[src/gvn_pkg.sv]
`default_nettype none
package gvn_pkg;

  localparam int MAX_COLUMNS_DEF = 256;
  localparam int COORD_BITS_DEF  = 16;
  localparam int ROW_W           = 12;
  localparam int OCOL_W          = 8;
  localparam int CFG_ROWS_W      = 13;
  localparam int CFG_COLS_W      = 9;
  localparam int CFG_W           = 13;
  localparam int NUM_TERMS       = 6;
  localparam int SQRT_STEPS      = 32;
  localparam int DIV_STEPS       = 15;

  typedef enum logic {
    CFG_GRID_ROWS    = 1'b0,
    CFG_GRID_COLUMNS = 1'b1
  } cfg_idx_e;

  typedef enum logic [3:0] {
    ST_IDLE, ST_SEL, ST_TERM, ST_NSTART, ST_NORM, ST_SQ, ST_SQRT, ST_DIV, ST_OUT, ST_ADV
  } ctrl_state_e;

  typedef enum logic [3:0] {
    DP_NOP, DP_CLEAR, DP_LOAD_PT, DP_DIFF, DP_MUL, DP_NORM_START, DP_NORM_STEP, DP_SQ,
    DP_SQRT_INIT, DP_SQRT_STEP, DP_DIV_INIT, DP_DIV_STEP, DP_DIV_END, DP_OUT_LOAD
  } dp_op_e;

  typedef enum logic [1:0] {ROW_UP, ROW_MID, ROW_DN} row_sel_e;
  typedef enum logic [1:0] {COL_LEFT, COL_SAME, COL_RIGHT} col_off_e;

  // slots of a triangle term: 0 = a tip, 1 = b tip, 2 = shared corner
  localparam logic [1:0] SLOT_A = 2'd0;
  localparam logic [1:0] SLOT_B = 2'd1;
  localparam logic [1:0] SLOT_Q = 2'd2;

  typedef struct packed {
    dp_op_e            op;
    logic [1:0]        slot;
    logic [2:0]        idx;
    logic              term_en;
    logic [ROW_W-1:0]  row;
    logic [OCOL_W-1:0] col;
    logic              last;
  } dp_cmd_t;

  typedef struct packed {
    logic zero;
    logic norm_ok;
    logic out_free;
  } dp_stat_t;

  // neighbor point ids 1..7 around a vertex (4 is the vertex itself)
  function automatic logic [2:0] term_pt(logic [2:0] term, logic [1:0] slot);
    logic [2:0] a, b, q;
    case (term)
      3'd0:    begin a = 3'd3; b = 3'd1; q = 3'd4; end
      3'd1:    begin a = 3'd2; b = 3'd4; q = 3'd1; end
      3'd2:    begin a = 3'd4; b = 3'd2; q = 3'd5; end
      3'd3:    begin a = 3'd4; b = 3'd6; q = 3'd3; end
      3'd4:    begin a = 3'd6; b = 3'd4; q = 3'd7; end
      default: begin a = 3'd5; b = 3'd7; q = 3'd4; end
    endcase
    case (slot)
      SLOT_A:  return a;
      SLOT_B:  return b;
      default: return q;
    endcase
  endfunction

  function automatic row_sel_e pt_row(logic [2:0] id);
    case (id)
      3'd1, 3'd2:       return ROW_UP;
      3'd3, 3'd4, 3'd5: return ROW_MID;
      default:          return ROW_DN;
    endcase
  endfunction

  function automatic col_off_e pt_col(logic [2:0] id);
    case (id)
      3'd3, 3'd6: return COL_LEFT;
      3'd2, 3'd5: return COL_RIGHT;
      default:    return COL_SAME;
    endcase
  endfunction

  function automatic logic [1:0] bank_prev(logic [1:0] b);
    return (b == 2'd0) ? 2'd2 : b - 2'd1;
  endfunction

  function automatic logic [1:0] bank_next(logic [1:0] b);
    return (b == 2'd2) ? 2'd0 : b + 2'd1;
  endfunction

endpackage
`default_nettype wire

[src/gvn_ctrl.sv]
`default_nettype none
module gvn_ctrl
  import gvn_pkg::*;
#(
  parameter int MAX_COLUMNS = MAX_COLUMNS_DEF,
  localparam int ADDR_W = $clog2(3 * MAX_COLUMNS),
  localparam int COL_W  = $clog2(MAX_COLUMNS)
) (
  input  wire logic              clk_i,
  input  wire logic              rst_ni,
  input  wire logic              cfg_we_i,
  input  wire logic              cfg_index_i,
  input  wire logic [CFG_W-1:0]  cfg_data_i,
  input  wire logic              in_valid_i,
  output logic                   in_ready_o,
  output logic                   wr_en_o,
  output logic      [ADDR_W-1:0] wr_addr_o,
  output logic                   rd_en_o,
  output logic      [ADDR_W-1:0] rd_addr_o,
  output dp_cmd_t                cmd_o,
  input  dp_stat_t               stat_i
);

  ctrl_state_e state_q, state_d;
  logic [4:0]            cnt_q, cnt_d;
  logic [2:0]            term_q, term_d;
  logic [1:0]            ek_q, ek_d;
  logic [ROW_W-1:0]      row_q, row_d;
  logic [COL_W-1:0]      col_q, col_d;
  logic [1:0]            bank_q, bank_d;
  logic [CFG_ROWS_W-1:0] rows_q;
  logic [CFG_COLS_W-1:0] cols_q;

  logic [ROW_W-1:0] last_row;
  logic [COL_W-1:0] last_col;
  logic [31:0]      cols32;
  logic             e_en, e_last;
  logic [ROW_W-1:0] er;
  logic [COL_W-1:0] ec, pcol;
  logic [1:0]       eb, pbank;
  logic             ig, il, jg, jl, t_en;
  logic [2:0]       pid;
  logic             accept;

  always_comb begin
    if (rows_q < CFG_ROWS_W'(2)) last_row = ROW_W'(1);
    else if (rows_q > CFG_ROWS_W'(4096)) last_row = ROW_W'(4095);
    else last_row = ROW_W'(rows_q - CFG_ROWS_W'(1));
    cols32 = 32'(cols_q);
    if (cols32 < 32'd2) last_col = COL_W'(1);
    else if (cols32 > 32'(MAX_COLUMNS)) last_col = COL_W'(MAX_COLUMNS - 1);
    else last_col = COL_W'(cols32 - 32'd1);
  end

  // emission k: above row at same column, then bottom-row left and last-column own vertex
  always_comb begin
    e_last = 1'b0;
    case (ek_q)
      2'd0: begin
        e_en = (row_q != '0);
        er = row_q - ROW_W'(1); ec = col_q; eb = bank_prev(bank_q);
      end
      2'd1: begin
        e_en = (row_q == last_row) && (col_q != '0);
        er = row_q; ec = col_q - COL_W'(1); eb = bank_q;
      end
      default: begin
        e_en = (row_q == last_row) && (col_q == last_col);
        er = row_q; ec = col_q; eb = bank_q; e_last = 1'b1;
      end
    endcase
    ig = (er != '0);
    il = (er != last_row);
    jg = (ec != '0);
    jl = (ec != last_col);
    case (term_q)
      3'd0:       t_en = ig & jg;
      3'd1, 3'd2: t_en = ig & jl;
      3'd3, 3'd4: t_en = il & jg;
      default:    t_en = il & jl;
    endcase
    pid = term_pt(term_q, cnt_q[1:0]);
    case (pt_row(pid))
      ROW_UP:  pbank = bank_prev(eb);
      ROW_MID: pbank = eb;
      default: pbank = bank_next(eb);
    endcase
    case (pt_col(pid))
      COL_LEFT:  pcol = ec - COL_W'(1);
      COL_RIGHT: pcol = ec + COL_W'(1);
      default:   pcol = ec;
    endcase
  end

  assign accept    = (state_q == ST_IDLE) && in_valid_i;
  assign in_ready_o = (state_q == ST_IDLE);
  assign wr_en_o   = accept;
  assign wr_addr_o = ADDR_W'(bank_q) * ADDR_W'(MAX_COLUMNS) + ADDR_W'(col_q);
  assign rd_addr_o = ADDR_W'(pbank) * ADDR_W'(MAX_COLUMNS) + ADDR_W'(pcol);

  always_comb begin
    state_d = state_q;
    cnt_d   = cnt_q + 5'd1;
    term_d  = term_q;
    ek_d    = ek_q;
    row_d   = row_q;
    col_d   = col_q;
    bank_d  = bank_q;
    rd_en_o = 1'b0;
    cmd_o.op      = DP_NOP;
    cmd_o.slot    = cnt_q[1:0] - 2'd1;
    cmd_o.idx     = cnt_q[2:0];
    cmd_o.term_en = t_en;
    cmd_o.row     = er;
    cmd_o.col     = OCOL_W'(32'(ec));
    cmd_o.last    = e_last;
    case (state_q)
      ST_IDLE: begin
        cnt_d = '0;
        ek_d  = '0;
        if (accept) state_d = ST_SEL;
      end
      ST_SEL: begin
        cnt_d  = '0;
        term_d = '0;
        if (e_en) begin
          cmd_o.op = DP_CLEAR;
          state_d  = ST_TERM;
        end else if (ek_q == 2'd2) begin
          state_d = ST_ADV;
        end else begin
          ek_d = ek_q + 2'd1;
        end
      end
      ST_TERM: begin
        rd_en_o = (cnt_q < 5'd3);
        if (cnt_q >= 5'd1 && cnt_q <= 5'd3) cmd_o.op = DP_LOAD_PT;
        else if (cnt_q == 5'd4) cmd_o.op = DP_DIFF;
        else if (cnt_q >= 5'd5 && cnt_q <= 5'd10) begin
          cmd_o.op  = DP_MUL;
          cmd_o.idx = 3'(cnt_q - 5'd5);
        end
        if (cnt_q == 5'd11) begin
          cnt_d = '0;
          if (term_q == 3'(NUM_TERMS - 1)) state_d = ST_NSTART;
          else term_d = term_q + 3'd1;
        end
      end
      ST_NSTART: begin
        cmd_o.op = DP_NORM_START;
        state_d  = ST_NORM;
      end
      ST_NORM: begin
        cnt_d = '0;
        if (stat_i.zero) state_d = ST_OUT;
        else if (stat_i.norm_ok) state_d = ST_SQ;
        else cmd_o.op = DP_NORM_STEP;
      end
      ST_SQ: begin
        if (cnt_q < 5'd3) cmd_o.op = DP_SQ;
        if (cnt_q == 5'd4) begin
          cmd_o.op = DP_SQRT_INIT;
          cnt_d    = '0;
          state_d  = ST_SQRT;
        end
      end
      ST_SQRT: begin
        cmd_o.op = DP_SQRT_STEP;
        if (cnt_q == 5'(SQRT_STEPS - 1)) begin
          cnt_d   = '0;
          term_d  = '0;
          state_d = ST_DIV;
        end
      end
      ST_DIV: begin
        // term_q doubles as the component counter here
        cmd_o.idx = term_q;
        if (cnt_q == 5'd0) cmd_o.op = DP_DIV_INIT;
        else if (cnt_q == 5'(DIV_STEPS + 1)) begin
          cmd_o.op = DP_DIV_END;
          cnt_d    = '0;
          if (term_q == 3'd2) state_d = ST_OUT;
          else term_d = term_q + 3'd1;
        end else cmd_o.op = DP_DIV_STEP;
      end
      ST_OUT: begin
        if (stat_i.out_free) begin
          cmd_o.op = DP_OUT_LOAD;
          if (ek_q == 2'd2) state_d = ST_ADV;
          else begin
            ek_d    = ek_q + 2'd1;
            state_d = ST_SEL;
          end
        end
      end
      ST_ADV: begin
        state_d = ST_IDLE;
        if (col_q == last_col) begin
          col_d = '0;
          if (row_q == last_row) begin
            row_d  = '0;
            bank_d = '0;
          end else begin
            row_d  = row_q + ROW_W'(1);
            bank_d = bank_next(bank_q);
          end
        end else begin
          col_d = col_q + COL_W'(1);
        end
      end
      default: state_d = ST_IDLE;
    endcase
    if (cfg_we_i) begin
      row_d  = '0;
      col_d  = '0;
      bank_d = '0;
    end
  end

  always_ff @(posedge clk_i or negedge rst_ni) begin
    if (!rst_ni) begin
      state_q <= ST_IDLE;
      cnt_q   <= '0;
      term_q  <= '0;
      ek_q    <= '0;
      row_q   <= '0;
      col_q   <= '0;
      bank_q  <= '0;
      rows_q  <= CFG_ROWS_W'(2);
      cols_q  <= CFG_COLS_W'(2);
    end else begin
      state_q <= state_d;
      cnt_q   <= cnt_d;
      term_q  <= term_d;
      ek_q    <= ek_d;
      row_q   <= row_d;
      col_q   <= col_d;
      bank_q  <= bank_d;
      if (cfg_we_i) begin
        case (cfg_idx_e'(cfg_index_i))
          CFG_GRID_ROWS: rows_q <= cfg_data_i[CFG_ROWS_W-1:0];
          default:       cols_q <= cfg_data_i[CFG_COLS_W-1:0];
        endcase
      end
    end
  end

endmodule
`default_nettype wire

[config.mk]
export PLATFORM = sky130hd
export DESIGN_NAME = gvn_ctrl
export DESIGN_NICKNAME = d
export VERILOG_FILES = /design/src/gvn_pkg.sv /design/src/gvn_ctrl.sv
export SDC_FILE = /design/constraint.sdc
export NUM_CORES = 1
export LEC_CHECK = 0
export ABC_AREA = 1
export BUFFER_PORTS_ARGS = -buffer_cell sky130_fd_sc_hd__buf_4
export CAP_MARGIN = 20
export CORE_MARGIN = 2
export CORE_UTILIZATION = 50
export DETAILED_ROUTE_END_ITERATION = 10
export PLACE_DENSITY = 0.8
export SLEW_MARGIN = 0
export SYNTH_ARGS = -nofsm -noshare
export SYNTH_HDL_FRONTEND = slang
export SYNTH_SLANG_ARGS = --single-unit
[constraint.sdc]
create_clock -name clk_i -period 9.8 [get_ports clk_i]
set_clock_uncertainty 0.15 [all_clocks]
set_input_delay 1.96 -clock clk_i [delete_from_list [all_inputs] [get_ports clk_i]]
set_output_delay 1.96 -clock clk_i [all_outputs]
set_load 0.005 [all_outputs]
==> impl_metrics.py <==
metrics = {
    "synthesis": {
        "synth_mux_area_share_pct": 0.192,
        "synth_area_um2": 5850,
        "yosysUniqueCellTypes": 51,
        "synthSimpleGateAreaFrac_pct": 38.4,
        "ys_ff_latch": 58,
        "synth_fa_ha_area_share_pct": 7.18,
        "syn_nets": 944,
        "synthCells": 890,
        "synth_compound_area_share_pct": 11.8,
        "synthXorXnorAreaFrac_pct": 6.73,
        "yosysSeqAreaShare_pct": 24.8,
        "avgSynthCellArea_um2": 6.58,
        "synth_top_family_by_area": "simple AND/OR/NAND/NOR gates",
        "yosysWarnings": 0,
    },
    "worst_setup_path": {
        "crit_path_max_incr_delay_ns": 0.46,
        "crit_path_end_kind": "output pin",
        "cpLargestDelayFamily": "simple AND/OR/NAND/NOR gates",
        "path_max_fanout": 8,
        "critPathLaunchType": "flop",
        "path_buf_inv": 4,
        "critPathRequiredTime_ns": 7.69,
        "cp_common_cell": "nand2_1",
        "cp.arrival_ns": 4.22,
        "slowest_stage": "dfrtp_1",
        "crit_type": "reg -> out",
    },
    "sta": {
        "finalCritPeriodShare_pct": 64.6,
        "clock.fmax_mhz": 158,
        "slew_headroom_pct": 48.2,
        "rsz0062_at_grt": "no",
        "period_needed_ns": 6.33,
        "finalSetupViolCount": 0,
        "final.setup.tns_ns": 0,
        "worst_pin_slew_ns": 0.777,
        "drv_slew": 0,
        "hold_viol_final": 0,
    },
    "clock_network": {
        "clkTransAtPathRegs_ns": 0.06,
        "post-cts-setup-buffers": 0,
        "cts_resized": 0,
        "numClockSinks": 58,
        "cts_tree": "yes",
        "htreeDepth": 3,
        "clk_latency_ns": 0.33,
        "cts_buffers": 9,
        "clock_path_buffers": 2,
        "root_buffer": "clkbuf_16",
        "hold_buffers": 0,
    },
    "drt": {
        "antenna_left": 0,
        "route.detailed.drc": 0,
        "wirelength_um": 15100,
        "drt_iter0_markers": 515,
        "vias_per_cell": 5.37,
        "first_pass_iters": 5,
        "wl_per_cell_um": 13.6,
        "num_vias": 5947,
    },
    "hold_path": {
        "hold_class": "reg -> reg",
    },
    "final_layout": {
        "synthToLayoutAreaGrowth_pct": 16.5,
        "fin_util_pct": 59.7,
        "fill_cells": 1096,
        "final_nets": 1013,
        "diodes": 0,
        "final_common_cell": "nand2_1",
        "layout_common_cells": "nand2_1, inv_1, nor2_1, nand3_1, buf_4",
        "drive_gt1_share_pct": 15.9,
    },
    "floorplanning": {
        "fp.dieH_um": 112,
        "dieArea_um2": 12600,
        "dieWidth_um": 112,
        "rows": 39,
        "core_area_um2": 11400,
        "pin_count": 75,
        "start_util_pct": 51.3,
    },
    "run": {
        "drv_cap": 0,
    },
    "global_routing": {
        "grt_pass1_wl_um": 25800,
        "grt_max_degree": 59,
        "grt_pass1_vias": 5658,
        "antenna_found_initial": 0,
        "grt_overflow": 0,
        "grt_use_total_pct": 24.5,
    },
    "power": {
        "netSwitchingPower_mw": 0.952,
        "comb_power_share_pct": 66.8,
        "ir_drop_v": 0.000321,
        "pwr-share-seq_pct": 15.9,
        "p_int_mw": 1.09,
        "power_mw": 2.04,
        "power_frac_clock_pct": 17.3,
        "p_leak_nw": 3.49,
        "switching_share_pct": 46.6,
        "power_density_nw_per_um2": 299,
    },
    "outcome": {
        "outcome": "finished clean",
    },
    "placed_design": {
        "gp_congestion": 0.903,
        "hpwl_um": 11700,
        "io_buffers": 74,
    },
}
-- sequential cells by signal (all words and copies together), names as in the netlist --
name,flops
cols_q,9
bank_q,2
cnt_q,5
ek_q,2
rows_q,13
row_q,12
term_q,3
col_q,8
state_q,4
-- layer usage --
layer | global-route usage [%] | wire length (um)
met1 | 32.2 | 6820
met2 | 41.5 | 7130
met3 | 3.29 | 687
met4 | 8.62 | 437
met5 | 0 | 0
-- cell usage after synthesis (all sizes together) --
master | number | area [um2]
a21oi | 19 | 95.1
a221o | 1 | 10.0
a221oi | 1 | 8.76
a31oi | 2 | 12.5
buf | 10 | 72.6
clkbuf | 6 | 23.8
dfrtp | 56 | 1400
dfstp | 2 | 52.6
fa | 1 | 20.0
ha | 32 | 400
inv | 143 | 539
mux2 | 1 | 11.3
nand2 | 231 | 915
nand3 | 82 | 448
nand3b | 4 | 30.0
nand4 | 18 | 134
nor2 | 112 | 490
nor3 | 17 | 95.1
nor3b | 3 | 22.5
nor4 | 9 | 62.6
o2111ai | 4 | 35.0
o211ai | 3 | 22.5
o21a | 1 | 7.51
o21ai | 62 | 325
o221ai | 2 | 17.5
o22ai | 14 | 150
o31ai | 1 | 7.51
or2 | 8 | 50.1
xnor2 | 11 | 96.3
xor2 | 34 | 298
-- power by group through the flow --
| stage | registers, mW | clock network (mW) | logic (mW) |
|---|---|---|---|
| final | 0.324 | 0.354 | 1.36 |
| after global routing | 0.331 | 0.366 | 1.55 |
| after CTS | 0.324 | 0.354 | 1.37 |
| after detailed placement | 0.327 | 0 | 1.35 |
| after global placement | 0.326 | 0 | 1.33 |
| after floorplan | 0.315 | 0 | 0.896 |
-- tightest hold or removal path, stage by stage (launching register included) --
cell,delay (ns)
dfrtp_1,0.34
nand2_1,0.06
o21ai_0,0.08
-- kinds of logic after synthesis --
group,count (synthesis)
multiplexers,1
AO/OA/AOI/OAI,110
AND/OR/NAND/NOR,484
buffers and inverters,159
XOR/XNOR,45
adder cells (fa/ha/maj),33
flip-flops,58
-- area by class of cell --
type,count,area [um2],area share (%)
Clock inverter,7,101,1.49
Timing Repair Buffer,74,556,8.15
Clock buffer,9,225,3.30
Sequential cell,58,1450,21.3
Inverter,143,539,7.91
Multi-Input combinational cell,673,3760,55.2
Tap cell,143,179,2.62
-- path summary, 6_finish.rpt --
kind / slack (ns) / to / depth (start not counted) / startpoint
min in group asynchronous: 1.54 / row_q[6]$_DFFE_PN0P_ / 1 / rst_ni
max in group asynchronous: 7.43 / cnt_q[0]$_DFF_PN0_ / 1 / rst_ni
worst min-delay path: 0.37 / rows_q[0]$_DFFE_PN0P_ / 2 / rows_q[0]$_DFFE_PN0P_
worst max register to register: 6.81 / row_q[0]$_DFFE_PN0P_ / 16 / cols_q[0]$_DFFE_PN0P_
worst max-delay path: 3.47 / rd_addr_o[7] / 25 / term_q[0]$_DFFE_PN0P_
worst min register to register: 0.37 / rows_q[0]$_DFFE_PN0P_ / 2 / rows_q[0]$_DFFE_PN0P_
-- metrics by stage --
| stage | hold WS, ns | cell area [um2] | setup WS [ns] | std cells |
|---|---|---|---|---|
| after floorplan | 0.303 | 5850 | 4.30 | 890 |
| after global placement | 0.324 | 6490 | 3.95 | 1091 |
| after detailed placement | 0.345 | 6490 | 3.84 | 1091 |
| after CTS | 0.369 | 6820 | 3.48 | 1107 |
| after global routing | 0.393 | 6820 | 2.94 | 1107 |
| final | 0.371 | 6820 | 3.47 | 1107 |
(Power assumes the default switching activity.)
